<file path="src/hdl/vqlf_pkg.sv">
// ----------------------------------------------------------------------------
// vqlf_pkg
// Shared types, constants and helpers for the variant QUAL line filter.
// ----------------------------------------------------------------------------
package vqlf_pkg;

    localparam int FRAC_DIGITS = 2;
    localparam int FRAC_W      = 3;
    localparam int ACC_W       = 32;
    localparam int P10_W       = 14;
    localparam int QUEUE_DEPTH = 2;

    localparam logic [ACC_W-1:0] MAG_CAP = 32'h8000_0000;
    localparam logic [31:0]      QUAL_MAX = 32'h7FFF_FFFF;
    localparam logic [31:0]      THR_RESET = 32'd3000;

    localparam logic [7:0] CH_NEWLINE = 8'd10;
    localparam logic [7:0] CH_TAB     = 8'd9;
    localparam logic [7:0] CH_HASH    = 8'h23;
    localparam logic [7:0] CH_DOT     = 8'h2E;
    localparam logic [7:0] CH_PLUS    = 8'h2B;
    localparam logic [7:0] CH_MINUS   = 8'h2D;
    localparam logic [7:0] CH_SPACE   = 8'h20;
    localparam logic [7:0] CH_VT      = 8'd11;
    localparam logic [7:0] CH_FF      = 8'd12;
    localparam logic [7:0] CH_CR      = 8'd13;
    localparam logic [7:0] CH_ZERO    = 8'h30;
    localparam logic [7:0] CH_NINE    = 8'h39;

    localparam logic [2:0] CLS_EMPTY     = 3'd0;
    localparam logic [2:0] CLS_HEADER    = 3'd1;
    localparam logic [2:0] CLS_PASS      = 3'd2;
    localparam logic [2:0] CLS_FAIL      = 3'd3;
    localparam logic [2:0] CLS_BEFORE    = 3'd4;
    localparam logic [2:0] CLS_MALFORMED = 3'd5;

    localparam logic CFG_THRESHOLD    = 1'b0;
    localparam logic CFG_KEEP_MISSING = 1'b1;

    typedef struct packed {
        logic              is_data;
        logic [2:0]        line_class;
        logic              missing;
        logic              digits_seen;
        logic              negative;
        logic [FRAC_W-1:0] frac_used;
        logic [ACC_W-1:0]  mag;
    } line_rec_t;

    function automatic logic [P10_W-1:0] pow10(input logic [FRAC_W-1:0] n);
        logic [P10_W-1:0] r;
        case (n)
            3'd0:    r = 14'd1;
            3'd1:    r = 14'd10;
            3'd2:    r = 14'd100;
            3'd3:    r = 14'd1000;
            3'd4:    r = 14'd10000;
            default: r = 14'd1;
        endcase
        return r;
    endfunction

endpackage

</file>
<file path="src/hdl/vqlf_front.sv">
// ----------------------------------------------------------------------------
// vqlf_front
// Byte parser: tracks line shape, header prefix and the QUAL column, and
// emits one line record per finished line.
// ----------------------------------------------------------------------------
module vqlf_front (
    input  logic                aclk,
    input  logic                aresetn,
    input  logic                s_valid,
    output logic                s_ready,
    input  logic [7:0]          s_data_byte,
    input  logic                s_stream_end,
    input  logic                q_full,
    output logic                q_push,
    output vqlf_pkg::line_rec_t q_rec
);
    import vqlf_pkg::*;

    localparam logic [1:0] PH_WAIT  = 2'd0;
    localparam logic [1:0] PH_FIRST = 2'd1;
    localparam logic [1:0] PH_PARSE = 2'd2;
    localparam logic [1:0] PH_DONE  = 2'd3;

    logic [2:0]        tab_reg, tab_next;
    logic [2:0]        pos_reg, pos_next;
    logic              hdr_reg, hdr_next;
    logic              prefix_reg, prefix_next;
    logic              chrom_seen_reg, chrom_seen_next;
    logic [1:0]        phase_reg, phase_next;
    logic              missing_reg, missing_next;
    logic              neg_reg, neg_next;
    logic              started_reg, started_next;
    logic              digits_reg, digits_next;
    logic              frac_reg, frac_next;
    logic [FRAC_W-1:0] fu_reg, fu_next;
    logic [ACC_W-1:0]  acc_reg, acc_next;

    logic [7:0]        b;
    logic              accept;
    logic              line_end;
    logic              is_digit;
    logic              feed_ok;
    logic [ACC_W+3:0]  mac;
    logic [ACC_W-1:0]  mac_sat;
    logic [7:0]        chrom_ch;

    // take-byte view of the line, before any line-end clear
    logic [2:0]        t_tab, t_pos;
    logic              t_hdr, t_prefix, t_missing, t_neg, t_started, t_digits, t_frac;
    logic [1:0]        t_phase;
    logic [FRAC_W-1:0] t_fu;
    logic [ACC_W-1:0]  t_acc;

    assign b        = s_data_byte;
    assign s_ready  = !q_full;
    assign accept   = s_valid && s_ready;
    assign line_end = (b == CH_NEWLINE) || s_stream_end;
    assign is_digit = (b >= CH_ZERO) && (b <= CH_NINE);

    assign mac     = ({4'd0, acc_reg} << 3) + ({4'd0, acc_reg} << 1)
                   + {{ACC_W{1'b0}}, b[3:0]};
    assign mac_sat = (mac > {4'd0, MAG_CAP}) ? MAG_CAP : mac[ACC_W-1:0];

    always_comb begin
        case (pos_reg)
            3'd1:    chrom_ch = 8'h43;
            3'd2:    chrom_ch = 8'h48;
            3'd3:    chrom_ch = 8'h52;
            3'd4:    chrom_ch = 8'h4F;
            default: chrom_ch = 8'h4D;
        endcase
    end

    always_comb begin
        feed_ok = 1'b0;
        if (!started_reg && (b == CH_SPACE || b == CH_VT || b == CH_FF || b == CH_CR)) begin
            feed_ok = 1'b1;
        end else if (!started_reg && (b == CH_PLUS || b == CH_MINUS)) begin
            feed_ok = 1'b1;
        end else if (is_digit) begin
            feed_ok = 1'b1;
        end else if (b == CH_DOT && !frac_reg) begin
            feed_ok = 1'b1;
        end
    end

    always_comb begin
        t_tab     = tab_reg;
        t_pos     = pos_reg;
        t_hdr     = hdr_reg;
        t_prefix  = prefix_reg;
        t_phase   = phase_reg;
        t_missing = missing_reg;
        t_neg     = neg_reg;
        t_started = started_reg;
        t_digits  = digits_reg;
        t_frac    = frac_reg;
        t_fu      = fu_reg;
        t_acc     = acc_reg;
        if (b != CH_NEWLINE) begin
            if (pos_reg == 3'd0) begin
                t_hdr = (b == CH_HASH);
            end else if (pos_reg <= 3'd5 && b != chrom_ch) begin
                t_prefix = 1'b0;
            end
            if (pos_reg < 3'd6) begin
                t_pos = pos_reg + 3'd1;
            end
            unique case (phase_reg)
                PH_WAIT: begin
                    if (b == CH_TAB && tab_reg < 3'd5) begin
                        t_tab = tab_reg + 3'd1;
                        if (tab_reg == 3'd4) begin
                            t_phase = PH_FIRST;
                        end
                    end
                end
                PH_FIRST, PH_PARSE: begin
                    if (phase_reg == PH_FIRST && (b == CH_TAB || b == CH_DOT)) begin
                        t_missing = 1'b1;
                        t_phase   = PH_DONE;
                    end else if (b == CH_TAB || !feed_ok) begin
                        t_phase = PH_DONE;
                    end else begin
                        t_phase = PH_PARSE;
                        if (!started_reg && (b == CH_PLUS || b == CH_MINUS)) begin
                            t_started = 1'b1;
                            t_neg     = (b == CH_MINUS);
                        end else if (is_digit) begin
                            t_started = 1'b1;
                            t_digits  = 1'b1;
                            if (!frac_reg) begin
                                t_acc = mac_sat;
                            end else if (fu_reg < FRAC_W'(FRAC_DIGITS)) begin
                                t_acc = mac_sat;
                                t_fu  = fu_reg + FRAC_W'(1);
                            end
                        end else if (b == CH_DOT) begin
                            t_started = 1'b1;
                            t_frac    = 1'b1;
                        end
                    end
                end
                default: ;
            endcase
        end
    end

    always_comb begin
        q_rec.is_data     = 1'b0;
        q_rec.line_class  = CLS_EMPTY;
        q_rec.missing     = t_missing;
        q_rec.digits_seen = t_digits;
        q_rec.negative    = t_neg;
        q_rec.frac_used   = t_fu;
        q_rec.mag         = t_acc;
        chrom_seen_next   = chrom_seen_reg;
        if (t_pos == 3'd0) begin
            q_rec.line_class = CLS_EMPTY;
        end else if (t_hdr) begin
            q_rec.line_class = CLS_HEADER;
            if (t_prefix && t_pos >= 3'd6) begin
                chrom_seen_next = 1'b1;
            end
        end else if (!chrom_seen_reg) begin
            q_rec.line_class = CLS_BEFORE;
        end else if (t_phase < PH_PARSE) begin
            q_rec.line_class = CLS_MALFORMED;
        end else begin
            q_rec.is_data = 1'b1;
        end
        if (s_stream_end) begin
            chrom_seen_next = 1'b0;
        end
    end

    assign q_push = accept && line_end;

    always_comb begin
        tab_next     = t_tab;
        pos_next     = t_pos;
        hdr_next     = t_hdr;
        prefix_next  = t_prefix;
        phase_next   = t_phase;
        missing_next = t_missing;
        neg_next     = t_neg;
        started_next = t_started;
        digits_next  = t_digits;
        frac_next    = t_frac;
        fu_next      = t_fu;
        acc_next     = t_acc;
        if (line_end) begin
            tab_next     = 3'd0;
            pos_next     = 3'd0;
            hdr_next     = 1'b0;
            prefix_next  = 1'b1;
            phase_next   = PH_WAIT;
            missing_next = 1'b0;
            neg_next     = 1'b0;
            started_next = 1'b0;
            digits_next  = 1'b0;
            frac_next    = 1'b0;
            fu_next      = '0;
            acc_next     = '0;
        end
    end

    always_ff @(posedge aclk) begin
        if (!aresetn) begin
            tab_reg        <= 3'd0;
            pos_reg        <= 3'd0;
            hdr_reg        <= 1'b0;
            prefix_reg     <= 1'b1;
            chrom_seen_reg <= 1'b0;
            phase_reg      <= PH_WAIT;
            missing_reg    <= 1'b0;
            neg_reg        <= 1'b0;
            started_reg    <= 1'b0;
            digits_reg     <= 1'b0;
            frac_reg       <= 1'b0;
            fu_reg         <= '0;
            acc_reg        <= '0;
        end else if (accept) begin
            tab_reg     <= tab_next;
            pos_reg     <= pos_next;
            hdr_reg     <= hdr_next;
            prefix_reg  <= prefix_next;
            phase_reg   <= phase_next;
            missing_reg <= missing_next;
            neg_reg     <= neg_next;
            started_reg <= started_next;
            digits_reg  <= digits_next;
            frac_reg    <= frac_next;
            fu_reg      <= fu_next;
            acc_reg     <= acc_next;
            if (line_end) begin
                chrom_seen_reg <= chrom_seen_next;
            end
        end
    end

endmodule

</file>
<file path="src/hdl/vqlf_queue.sv">
// ----------------------------------------------------------------------------
// vqlf_queue
// Short FIFO of line records between the byte parser and the QUAL back end.
// ----------------------------------------------------------------------------
module vqlf_queue (
    input  logic                aclk,
    input  logic                aresetn,
    input  logic                push,
    input  vqlf_pkg::line_rec_t push_rec,
    output logic                full,
    input  logic                pop,
    output logic                head_valid,
    output vqlf_pkg::line_rec_t head_rec
);
    import vqlf_pkg::*;

    localparam int IDX_W = (QUEUE_DEPTH > 1) ? $clog2(QUEUE_DEPTH) : 1;
    localparam int CNT_W = $clog2(QUEUE_DEPTH + 1);

    line_rec_t        mem [QUEUE_DEPTH];
    logic [IDX_W-1:0] wr_ptr_reg;
    logic [IDX_W-1:0] rd_ptr_reg;
    logic [CNT_W-1:0] count_reg;
    logic             do_push;
    logic             do_pop;

    assign full       = (count_reg == CNT_W'(QUEUE_DEPTH));
    assign head_valid = (count_reg != '0);
    assign head_rec   = mem[rd_ptr_reg];
    assign do_push    = push && !full;
    assign do_pop     = pop && head_valid;

    function automatic logic [IDX_W-1:0] ptr_inc(input logic [IDX_W-1:0] p);
        return (p == IDX_W'(QUEUE_DEPTH - 1)) ? '0 : p + IDX_W'(1);
    endfunction

    always_ff @(posedge aclk) begin
        if (do_push) begin
            mem[wr_ptr_reg] <= push_rec;
        end
    end

    always_ff @(posedge aclk) begin
        if (!aresetn) begin
            wr_ptr_reg <= '0;
            rd_ptr_reg <= '0;
            count_reg  <= '0;
        end else begin
            if (do_push) begin
                wr_ptr_reg <= ptr_inc(wr_ptr_reg);
            end
            if (do_pop) begin
                rd_ptr_reg <= ptr_inc(rd_ptr_reg);
            end
            if (do_push && !do_pop) begin
                count_reg <= count_reg + CNT_W'(1);
            end else if (do_pop && !do_push) begin
                count_reg <= count_reg - CNT_W'(1);
            end
        end
    end

endmodule

</file>
<file path="src/hdl/vqlf_back.sv">
// ----------------------------------------------------------------------------
// vqlf_back
// Back end: scales and saturates QUAL, compares against the threshold and
// holds the result word. Also owns the configuration registers.
// ----------------------------------------------------------------------------
module vqlf_back (
    input  logic                aclk,
    input  logic                aresetn,
    input  logic                cfg_wr_en,
    input  logic                cfg_index,
    input  logic [31:0]         cfg_wdata,
    input  logic                head_valid,
    input  vqlf_pkg::line_rec_t head_rec,
    output logic                pop,
    output logic                m_valid,
    input  logic                m_ready,
    output logic                m_keep_line,
    output logic [2:0]          m_line_class,
    output logic signed [31:0]  m_qual_value
);
    import vqlf_pkg::*;

    localparam int PROD_W = ACC_W + P10_W;

    logic signed [31:0] thr_reg;
    logic               keep_missing_reg;

    logic               s1_valid_reg;
    logic               s1_is_data_reg;
    logic [2:0]         s1_class_reg;
    logic [31:0]        s1_value_reg;
    logic [31:0]        s1_value_next;

    logic               m_valid_reg;
    logic               keep_reg;
    logic [2:0]         class_reg;
    logic [31:0]        value_reg;

    logic               out_ready;
    logic               s1_ready;
    logic [PROD_W-1:0]  prod;
    logic [ACC_W-1:0]   mag_sat;
    logic               pass;

    assign out_ready = !m_valid_reg || m_ready;
    assign s1_ready  = !s1_valid_reg || out_ready;
    assign pop       = head_valid && s1_ready;

    assign prod    = {{P10_W{1'b0}}, head_rec.mag}
                   * {{ACC_W{1'b0}}, pow10(FRAC_W'(FRAC_DIGITS) - head_rec.frac_used)};
    assign mag_sat = (prod > {{P10_W{1'b0}}, MAG_CAP}) ? MAG_CAP : prod[ACC_W-1:0];

    always_comb begin
        s1_value_next = '0;
        if (!head_rec.is_data) begin
            s1_value_next = '0;
        end else if (head_rec.missing) begin
            s1_value_next = keep_missing_reg ? QUAL_MAX : 32'd0;
        end else if (!head_rec.digits_seen) begin
            s1_value_next = '0;
        end else if (head_rec.negative) begin
            s1_value_next = 32'd0 - mag_sat;
        end else begin
            s1_value_next = mag_sat[31] ? QUAL_MAX : mag_sat;
        end
    end

    assign pass = ($signed(s1_value_reg) >= thr_reg);

    always_ff @(posedge aclk) begin
        if (!aresetn) begin
            thr_reg          <= $signed(THR_RESET);
            keep_missing_reg <= 1'b0;
        end else if (cfg_wr_en) begin
            unique case (cfg_index)
                CFG_THRESHOLD:    thr_reg          <= $signed(cfg_wdata);
                CFG_KEEP_MISSING: keep_missing_reg <= cfg_wdata[0];
                default: ;
            endcase
        end
    end

    always_ff @(posedge aclk) begin
        if (!aresetn) begin
            s1_valid_reg <= 1'b0;
            m_valid_reg  <= 1'b0;
        end else begin
            if (s1_ready) begin
                s1_valid_reg <= head_valid;
            end
            if (out_ready) begin
                m_valid_reg <= s1_valid_reg;
            end
        end
    end

    always_ff @(posedge aclk) begin
        if (pop) begin
            s1_is_data_reg <= head_rec.is_data;
            s1_class_reg   <= head_rec.line_class;
            s1_value_reg   <= s1_value_next;
        end
        if (s1_valid_reg && out_ready) begin
            value_reg <= s1_value_reg;
            if (s1_is_data_reg) begin
                keep_reg  <= pass;
                class_reg <= pass ? CLS_PASS : CLS_FAIL;
            end else begin
                keep_reg  <= (s1_class_reg == CLS_EMPTY) || (s1_class_reg == CLS_HEADER);
                class_reg <= s1_class_reg;
            end
        end
    end

    assign m_valid      = m_valid_reg;
    assign m_keep_line  = keep_reg;
    assign m_line_class = class_reg;
    assign m_qual_value = $signed(value_reg);

endmodule

</file>
<file path="src/hdl/vcf_qual_line_filter.sv">
// ----------------------------------------------------------------------------
// vcf_qual_line_filter
// Line classifier and QUAL threshold filter for a tab-separated variant
// text stream.
// ----------------------------------------------------------------------------
// Usage:
//   s_ channel: one text byte per word (s_data_byte) with s_stream_end on the
//   last byte of a file. A newline or a stream_end byte closes a line.
//   m_ channel: one word per finished line: m_keep_line, m_line_class and
//   m_qual_value (hundredths, zero for non-data lines).
//   cfg port: index 0 writes the QUAL threshold, index 1 keep_missing; write
//   only while no line result is outstanding.
// Throughput: one byte per cycle while m_ready stays high, including back-to-back line ends.
// Path: the closing byte's record is queued on the edge that takes that byte,
// then passes the scale stage and the output register, which raises m_valid.
// Stall: m_ready low holds the result word; three further line records wait
// behind it (one in the scale stage, two in the queue), after which s_ready
// drops until a queue entry frees.
// Reset: synchronous, active low; clears line state, header-seen, queue and
// output valid, and loads threshold 3000 and keep_missing 0.
// ----------------------------------------------------------------------------
module vcf_qual_line_filter (
    input  logic               aclk,
    input  logic               aresetn,
    input  logic               cfg_wr_en,
    input  logic               cfg_index,
    input  logic [31:0]        cfg_wdata,
    input  logic               s_valid,
    output logic               s_ready,
    input  logic [7:0]         s_data_byte,
    input  logic               s_stream_end,
    output logic               m_valid,
    input  logic               m_ready,
    output logic               m_keep_line,
    output logic [2:0]         m_line_class,
    output logic signed [31:0] m_qual_value
);
    import vqlf_pkg::*;

    logic      q_push;
    logic      q_full;
    logic      q_pop;
    logic      q_head_valid;
    line_rec_t q_push_rec;
    line_rec_t q_head_rec;

    vqlf_front u_front (
        .aclk         (aclk),
        .aresetn      (aresetn),
        .s_valid      (s_valid),
        .s_ready      (s_ready),
        .s_data_byte  (s_data_byte),
        .s_stream_end (s_stream_end),
        .q_full       (q_full),
        .q_push       (q_push),
        .q_rec        (q_push_rec)
    );

    vqlf_queue u_queue (
        .aclk       (aclk),
        .aresetn    (aresetn),
        .push       (q_push),
        .push_rec   (q_push_rec),
        .full       (q_full),
        .pop        (q_pop),
        .head_valid (q_head_valid),
        .head_rec   (q_head_rec)
    );

    vqlf_back u_back (
        .aclk         (aclk),
        .aresetn      (aresetn),
        .cfg_wr_en    (cfg_wr_en),
        .cfg_index    (cfg_index),
        .cfg_wdata    (cfg_wdata),
        .head_valid   (q_head_valid),
        .head_rec     (q_head_rec),
        .pop          (q_pop),
        .m_valid      (m_valid),
        .m_ready      (m_ready),
        .m_keep_line  (m_keep_line),
        .m_line_class (m_line_class),
        .m_qual_value (m_qual_value)
    );

`ifndef ASSERT_OFF
    a_no_push_when_full: assert property (@(posedge aclk) disable iff (!aresetn)
        q_push |-> !q_full)
        else $error("line record pushed into a full queue");

    a_value_only_on_data: assert property (@(posedge aclk) disable iff (!aresetn)
        (m_valid && m_line_class != CLS_PASS && m_line_class != CLS_FAIL)
        |-> (m_qual_value == 32'sd0))
        else $error("non-data line carries a QUAL value");

    a_keep_matches_class: assert property (@(posedge aclk) disable iff (!aresetn)
        m_valid |-> (m_keep_line == (m_line_class == CLS_EMPTY
                                     || m_line_class == CLS_HEADER
                                     || m_line_class == CLS_PASS)))
        else $error("keep flag disagrees with line class");

    a_pop_needs_head: assert property (@(posedge aclk) disable iff (!aresetn)
        q_pop |-> q_head_valid)
        else $error("queue popped while empty");
`endif

endmodule
</file>
<file path="config.mk">
export PLATFORM = sky130hd
export DESIGN_NAME = vcf_qual_line_filter
export DESIGN_NICKNAME = d
export VERILOG_FILES = /design/src/hdl/vqlf_pkg.sv /design/src/hdl/vqlf_front.sv /design/src/hdl/vqlf_queue.sv /design/src/hdl/vqlf_back.sv /design/src/hdl/vcf_qual_line_filter.sv
export SDC_FILE = /design/constraint.sdc
export NUM_CORES = 1
export LEC_CHECK = 0
export BUFFER_PORTS_ARGS = -buffer_cell sky130_fd_sc_hd__buf_2
export CAP_MARGIN = 25
export CORE_UTILIZATION = 60
export CTS_CLUSTER_DIAMETER = 150
export DETAILED_ROUTE_END_ITERATION = 8
export GPL_ROUTABILITY_DRIVEN = 0
export GPL_TIMING_DRIVEN = 1
export PLACE_DENSITY = 0.77
export RECOVER_POWER = 25
export SETUP_SLACK_MARGIN = 0.02
export SYNTH_ARGS = -nofsm -noshare
export SYNTH_HDL_FRONTEND = slang
export SYNTH_SLANG_ARGS = --single-unit
</file>
<file path="constraint.sdc">
create_clock -name aclk -period 15.8 [get_ports aclk]
set_input_delay 3.16 -clock aclk [delete_from_list [all_inputs] [get_ports aclk]]
set_output_delay 3.16 -clock aclk [all_outputs]
set_load 0.02 [all_outputs]
</file>
==> impl_metrics.prom, run 1 <==
# TYPE chip_impl_metric gauge
chip_impl_metric{name="floorplan.die_area",unit="um^2"} 45200
chip_impl_info{name="min_delay_path_class",value="reg -> reg"} 1
chip_impl_metric{name="largest_register_ff_count",unit=""} 82
chip_impl_info{name="root_buffer",value="sky130_fd_sc_hd__clkbuf_16"} 1
chip_impl_info{name="failed_checks",value="max-capacitance violations, max-slew violations"} 1
chip_impl_metric{name="critical_path_required",unit="ps"} 16080
chip_impl_metric{name="grt_pass1_wl",unit="um"} 111000
chip_impl_metric{name="drtAntennaViolNets",unit=""} 0
chip_impl_metric{name="finalHoldViolCount",unit=""} 0
chip_impl_metric{name="worst-path-buf-inv",unit=""} 7
chip_impl_metric{name="fp.dieW",unit="um"} 213
chip_impl_metric{name="layout.nets",unit=""} 3451
chip_impl_metric{name="clk_pin_slew",unit="ps"} 60
chip_impl_info{name="mostFrequentLayoutCell",value="sky130_fd_sc_hd__inv_1"} 1
chip_impl_info{name="criticalPathCategory",value="reg -> reg"} 1
chip_impl_metric{name="remaining_drc_errors",unit=""} 0
chip_impl_metric{name="worstMarginPinSlew",unit="ps"} 2220
chip_impl_info{name="hold_path_end",value="u_back.m_qual_value[0]$_DFFE_PP_"} 1
chip_impl_metric{name="cts_repair_resize_count",unit=""} 0
chip_impl_metric{name="final_period_minus_worst_setup_slack",unit="ps"} 13690
chip_impl_info{name="crit_family",value="adder cells"} 1
chip_impl_metric{name="cts_buf_count",unit=""} 27
chip_impl_metric{name="timing.max_slew.rel_slack",unit=""} -0.479
chip_impl_metric{name="core",unit="um^2"} 43500
chip_impl_metric{name="clock_skew",unit="ps"} 22.3
chip_impl_metric{name="number_of_global_route_vias_before_repair",unit=""} 21500
chip_impl_metric{name="r2r_setup_slack",unit="ps"} 2110
chip_impl_metric{name="cts_buffer_depth",unit=""} 3
chip_impl_metric{name="reg2regPathDepth",unit=""} 39
chip_impl_metric{name="die_h",unit="um"} 213
chip_impl_metric{name="synthesis.yosys.warnings",unit=""} 0
chip_impl_metric{name="std_cell_rows",unit=""} 76
chip_impl_metric{name="post_route_clock_period_utilization",unit=""} 0.867
chip_impl_metric{name="cts_max_level",unit=""} 1
chip_impl_metric{name="crit_fanout",unit=""} 59
chip_impl_metric{name="finalSetupTns",unit="ps"} 0
chip_impl_metric{name="area_delta_synth_final",unit="%"} 6.56
chip_impl_info{name="tritoncts_clock_tree",value="yes"} 1
chip_impl_metric{name="drt_first_pass_iters",unit=""} 9
chip_impl_metric{name="post_synth_edffs",unit=""} 153
chip_impl_metric{name="worst-endpoint-arrival",unit="ps"} 13970
chip_impl_info{name="yosys.area.top_type",value="sky130_fd_sc_hd__fa_1"} 1
chip_impl_metric{name="ios",unit=""} 85
chip_impl_metric{name="initial_core_util",unit=""} 0.613
chip_impl_info{name="grt_setup_unrepaired",value="no"} 1
chip_impl_metric{name="post_synthesis_sequential_element_count",unit=""} 244
chip_impl_metric{name="synth.avg_cell_area",unit="um^2"} 9.35
chip_impl_metric{name="globalRouteOverflowTotal",unit=""} 0
chip_impl_info{name="crit_path_end_kind",value="flop"} 1
chip_impl_metric{name="gr-usage-all-layers",unit=""} 0.311
chip_impl_metric{name="viasPerCell",unit=""} 6.17
chip_impl_metric{name="synth_seq_area_share",unit=""} 0.241
chip_impl_info{name="status",value="finished, violations left"} 1
chip_impl_metric{name="worstHoldPathCells",unit=""} 0
chip_impl_metric{name="post_cts_buffers",unit=""} 0
chip_impl_info{name="critPathLaunchType",value="flop"} 1
chip_impl_info{name="highest_count_cells_in_the_layout_ignoring_fill_and_taps",value="sky130_fd_sc_hd__inv_1 (434), sky130_fd_sc_hd__nand2_1 (362), sky130_fd_sc_hd__fa_1 (296)"} 1
chip_impl_info{name="critPathMostFrequentCell",value="sky130_fd_sc_hd__fa_1"} 1
chip_impl_metric{name="drt_iter0_markers",unit=""} 2130
chip_impl_metric{name="wire_per_inst",unit="um"} 19.6
chip_impl_metric{name="detailroute.via_count",unit=""} 21400
chip_impl_metric{name="netlist_instances",unit=""} 2848
chip_impl_metric{name="ctsHoldBuffers",unit=""} 0
chip_impl_info{name="critical_path.slowest_cell",value="sky130_fd_sc_hd__and2_2"} 1
chip_impl_info{name="dominantRegCellSynth",value="sky130_fd_sc_hd__edfxtp_1"} 1
chip_impl_metric{name="portBuffers",unit=""} 84
chip_impl_metric{name="synth.cell_area",unit="um^2"} 26600
chip_impl_metric{name="syn_nets",unit=""} 3433
chip_impl_metric{name="antennaDiodeCount",unit=""} 0
chip_impl_metric{name="fillCellCount",unit=""} 3445
chip_impl_metric{name="largest_net_degree_at_the_start_of_global_routing",unit=""} 62
chip_impl_metric{name="route.final.wire_length",unit="um"} 68000
chip_impl_metric{name="cap_violations",unit=""} 2
chip_impl_metric{name="ys_types",unit=""} 96
chip_impl_info{name="endpoint_of_the_worst_slack_reg_to_reg_timing_path",value="u_back.s1_value_reg[22]$_SDFFCE_PN0P_"} 1
chip_impl_metric{name="synth_top_area_frac",unit=""} 0.223
chip_impl_info{name="netlist_top_cells_area",value="sky130_fd_sc_hd__fa_1 (22%), sky130_fd_sc_hd__edfxtp_1 (17%), sky130_fd_sc_hd__ha_1 (11%), sky130_fd_sc_hd__dfxtp_1 (6.8%), sky130_fd_sc_hd__inv_1 (6.1%)"} 1
chip_impl_metric{name="tritoncts_num_sinks",unit=""} 244
chip_impl_info{name="min_from",value="u_back.s1_value_reg[0]$_SDFFCE_PN0P_"} 1
chip_impl_metric{name="setup_viol",unit=""} 0
chip_impl_metric{name="slew_viol_final",unit=""} 99
chip_impl_info{name="largest-register",value="u_queue.mem"} 1
chip_impl_metric{name="cpPeakStageDelay",unit="ps"} 690
chip_impl_metric{name="final_layout_size_suffix_gt1_frac",unit=""} 0.0811
chip_impl_metric{name="grt_antenna_before_repair",unit=""} 1
chip_impl_metric{name="timing.fmax",unit="GHz"} 0.0730
chip_impl_metric{name="clock_insertion_delay_worst_skew",unit="ps"} 570
chip_impl_metric{name="dp.final_hpwl",unit="um"} 54600
chip_impl_metric{name="ys_async_sr_fraction",unit=""} 0
-- worst reg2reg max path: cells and delay by family (launching register included) --
family                   cells  cell delay [ps]
multiplexers                 1              400
AO/OA/AOI/OAI                9             2610
AND/OR/NAND/NOR             13             3550
adder cells (fa/ha/maj)      9             4420
flip-flops                   1              560
buffers and inverters        7             1840
-- worst max-delay path by stage --
stage | from | end | slack [ps] | depth (start not counted)
final | flop | u_back.s1_value_reg[22]$_SDFFCE_PN0P_ | 2110 | 39
after CTS | flop | u_back.s1_value_reg[22]$_SDFFCE_PN0P_ | 2540 | 39
after detailed placement | flop | u_back.s1_value_reg[22]$_SDFFCE_PN0P_ | 2580 | 39
after floorplan | flop | u_back.s1_value_reg[26]$_SDFFCE_PN0P_ | 3570 | 45
after global placement | flop | u_back.s1_value_reg[22]$_SDFFCE_PN0P_ | 3120 | 39
after global routing | flop | u_back.s1_value_reg[22]$_SDFFCE_PN0P_ | 1300 | 39
-- layout make-up --
type	count	area, um^2	share of cell area
repair buffers	106	587	0.0207
clock inverters	17	219	0.00772
well taps	585	732	0.0258
inverters	434	1630	0.0574
flip-flops and latches	244	6420	0.226
clock buffers	33	761	0.0268
multi-input cells	2053	18000	0.635
-- cells in the mapped netlist (all sizes together) (6+ instances only) --
library cell	count
o31a	7
or3	11
and3	16
ha	242
a21oi	124
mux2	38
buf	18
and2	37
o211ai	15
o31ai	28
dfxtp	91
o21ai	146
xnor2	42
edfxtp	153
a2111oi	6
o21bai	10
o21a	17
and3b	8
a22oi	8
nor2	148
a221oi	6
a21boi	36
fa	296
o22ai	21
inv	434
a31oi	16
or2	6
nand2b	17
a21o	44
xor2	29
a22o	20
nor2b	22
clkbuf	96
nand3	26
nand2	362
and4	8
mux2i	26
nand4	38
a311oi	8
a32o	20
nor3b	9
or4	6
a211oi	21
nor3	30
nor4	15
-- routing by layer --
metal  GRT usage  vias up  part of all wire
met5           0        -           0.00019
met4      0.0856        2             0.029
met3      0.0484      181             0.091
met2       0.519     1110              0.47
met1       0.420    10400              0.41
li1            -     9755                 -
-- through the flow --
step                 util  hold slack [ps]  instances  setup WS, ps  cell area [um^2]
floorplan               -              426       2848          3570             26600
global placement    0.630              446       3420          3120             27400
detailed placement  0.631              444       3421          2580             27400
CTS                 0.653              459       3471          2540             28400
global route        0.653              463       3472          1300             28400
finish              0.653              457       3472          2110             28400
-- cells by family (layout without fill, tap and decap cells) --
family,Yosys count,in the layout,synth area share
buffers and inverters,551,590,0.0834
muxes,64,64,0.0259
adders and majority gates,538,538,0.336
AOI/OAI and AO/OA,603,603,0.152
and+or+nand+nor,777,777,0.138
DFF,244,244,0.241
xor gates and xnor gates,71,71,0.0234
Power of run 1 is left out: the tool's default activity adds up to more than one toggle a clock period on the data nets, which glitch-free logic cannot reach.
==> run 2, diff against run 1 <==
==> constraint.sdc (replaced) <==
create_clock -name aclk -period 15.8 [get_ports aclk]
set_input_delay 0 -clock aclk [delete_from_list [all_inputs] [get_ports aclk]]
set_output_delay 0 -clock aclk [all_outputs]
set_load 0.02 [all_outputs]
==> run 2 against run 1 <==
The flow still finishes with violations (max-capacitance violations, max-slew violations). Core utilization is 1.3 points higher. Count of clock-buffer cells in the layout is the same. Via count is 0.94% higher. Die area is the same. Clock skew increased by 0.51 ps. Wire length is 2.4% higher. Sequential share of layout area is 0.43 points lower. Critical endpoint unchanged.
==> impl_metrics.prom, run 2 (same netlist as run 1, synthesis figures left out) <==
# TYPE chip_impl_metric gauge
chip_impl_metric{name="clk_pin_slew",unit="ps"} 60
chip_impl_info{name="mostFrequentLayoutCell",value="sky130_fd_sc_hd__inv_1"} 1
chip_impl_info{name="root_buffer",value="sky130_fd_sc_hd__clkbuf_16"} 1
chip_impl_metric{name="finalHoldViolCount",unit=""} 0
chip_impl_metric{name="cts_max_level",unit=""} 1
chip_impl_metric{name="tritoncts_num_sinks",unit=""} 244
chip_impl_metric{name="final_period_minus_worst_setup_slack",unit="ps"} 13660
chip_impl_metric{name="die_h",unit="um"} 213
chip_impl_metric{name="clock_skew",unit="ps"} 22.8
chip_impl_metric{name="crit_fanout",unit=""} 59
chip_impl_info{name="crit_path_end_kind",value="flop"} 1
chip_impl_metric{name="timing.max_slew.rel_slack",unit=""} -0.240
chip_impl_metric{name="placed_cells",unit=""} 3421
chip_impl_metric{name="hold-worst-slack",unit="ps"} 13.9
chip_impl_metric{name="largest_register_ff_count",unit=""} 82
chip_impl_metric{name="portBuffers",unit=""} 84
chip_impl_metric{name="antennaDiodeCount",unit=""} 0
chip_impl_metric{name="remaining_drc_errors",unit=""} 0
chip_impl_metric{name="clock_insertion_delay_worst_skew",unit="ps"} 570
chip_impl_info{name="critPathLaunchType",value="flop"} 1
chip_impl_info{name="grt_setup_unrepaired",value="no"} 1
chip_impl_metric{name="timing.fmax",unit="GHz"} 0.0732
chip_impl_metric{name="detailroute.via_count",unit=""} 21600
chip_impl_info{name="critical_path.slowest_cell",value="sky130_fd_sc_hd__and2_2"} 1
chip_impl_metric{name="post_cts_buffers",unit=""} 0
chip_impl_metric{name="number_of_global_route_vias_before_repair",unit=""} 22000
chip_impl_metric{name="post_route_clock_period_utilization",unit=""} 0.865
chip_impl_metric{name="gr-usage-all-layers",unit=""} 0.318
chip_impl_metric{name="worstMarginPinSlew",unit="ps"} 1860
chip_impl_info{name="failed_checks",value="max-capacitance violations, max-slew violations"} 1
chip_impl_metric{name="area_delta_synth_final",unit="%"} 8.62
chip_impl_metric{name="drtAntennaViolNets",unit=""} 0
chip_impl_info{name="critPathMostFrequentCell",value="sky130_fd_sc_hd__fa_1"} 1
chip_impl_info{name="tritoncts_clock_tree",value="yes"} 1
chip_impl_metric{name="setup_viol",unit=""} 0
chip_impl_metric{name="fp.dieW",unit="um"} 213
chip_impl_info{name="min_delay_path_class",value="in -> reg"} 1
chip_impl_metric{name="largest_net_degree_at_the_start_of_global_routing",unit=""} 62
chip_impl_info{name="min_from",value="aresetn"} 1
chip_impl_metric{name="worst-path-buf-inv",unit=""} 7
chip_impl_info{name="crit_family",value="adder cells"} 1
chip_impl_metric{name="floorplan.die_area",unit="um^2"} 45200
chip_impl_metric{name="std_cell_rows",unit=""} 76
chip_impl_info{name="largest-register",value="u_queue.mem"} 1
chip_impl_metric{name="ctsHoldBuffers",unit=""} 57
chip_impl_metric{name="viasPerCell",unit=""} 6.13
chip_impl_metric{name="wire_per_inst",unit="um"} 19.7
chip_impl_metric{name="cts_repair_resize_count",unit=""} 0
chip_impl_metric{name="drt_iter0_markers",unit=""} 2239
chip_impl_metric{name="ios",unit=""} 85
chip_impl_metric{name="detailed_place.area",unit="um^2"} 27400
chip_impl_metric{name="cap_violations",unit=""} 1
chip_impl_metric{name="layout.nets",unit=""} 3508
chip_impl_info{name="status",value="finished, violations left"} 1
chip_impl_metric{name="finalSetupTns",unit="ps"} 0
chip_impl_metric{name="initial_core_util",unit=""} 0.613
chip_impl_metric{name="route.final.wire_length",unit="um"} 69700
chip_impl_metric{name="grt_antenna_before_repair",unit=""} 1
chip_impl_metric{name="slew_viol_final",unit=""} 17
chip_impl_metric{name="cts_buffer_depth",unit=""} 3
chip_impl_metric{name="critical_path_required",unit="ps"} 16080
chip_impl_metric{name="dp.final_hpwl",unit="um"} 54600
chip_impl_metric{name="grt_pass1_wl",unit="um"} 113000
chip_impl_info{name="highest_count_cells_in_the_layout_ignoring_fill_and_taps",value="sky130_fd_sc_hd__inv_1 (434), sky130_fd_sc_hd__nand2_1 (362), sky130_fd_sc_hd__fa_1 (296)"} 1
chip_impl_metric{name="stdcell_area",unit="um^2"} 28900
chip_impl_metric{name="core",unit="um^2"} 43500
chip_impl_info{name="criticalPathCategory",value="reg -> reg"} 1
chip_impl_metric{name="cts_buf_count",unit=""} 27
chip_impl_metric{name="layoutNonFillerInstCount",unit=""} 3529
chip_impl_metric{name="final_layout_size_suffix_gt1_frac",unit=""} 0.0666
chip_impl_metric{name="drt_first_pass_iters",unit=""} 7
chip_impl_metric{name="cpPeakStageDelay",unit="ps"} 700
chip_impl_metric{name="worst-endpoint-arrival",unit="ps"} 13940
chip_impl_metric{name="globalRouteOverflowTotal",unit=""} 0
-- run 2: layer usage --
layer	global-route usage	up-vias	wire length, um
met2	0.532	1100	33300
met5	0	-	13
met3	0.0490	176	6390
met4	0.0920	2	1940
li1	-	9883	-
met1	0.427	10500	28000
-- run 2: area by class of cell --
| class | count | area, um^2 |
|---|---|---|
| Tap cell | 585 | 732 |
| Multi-Input combinational cell | 2053 | 18000 |
| Fill cell | 3377 | 14500 |
| Inverter | 434 | 1630 |
| Timing Repair Buffer | 163 | 1140 |
| Sequential cell | 244 | 6420 |
| Clock buffer | 33 | 761 |
| Clock inverter | 17 | 219 |
-- run 2: stage by stage --
stage                     utilization  setup WS [ps]
final                           0.665           2140
after global routing            0.665           1300
after CTS                       0.666           2540
after detailed placement        0.631           2580
after global placement          0.630           3120
after floorplan                     -           3570
-- run 2: path summary, 6_finish.rpt --
check | end | slack [ps] | cells after the start
worst max-delay path | u_back.s1_value_reg[22]$_SDFFCE_PN0P_ | 2140 | 39
worst min-delay path | u_back.thr_reg[11]$_SDFFE_PN1P_ | 10 | 3
worst max register to register | u_back.s1_value_reg[22]$_SDFFCE_PN0P_ | 2140 | 39
worst min register to register | u_back.m_qual_value[0]$_DFFE_PP_ | 460 | 0
-- run 2: worst reg2reg max path: cells and delay by family, from the launching register on --
family	cells	cell delay, ps
buffers and inverters	7	1850
adders and majority gates	9	4420
and+or+nand+nor	13	3520
muxes	1	400
DFF	1	560
AOI/OAI and AO/OA	9	2630
Power of run 2 is left out for the same reason.
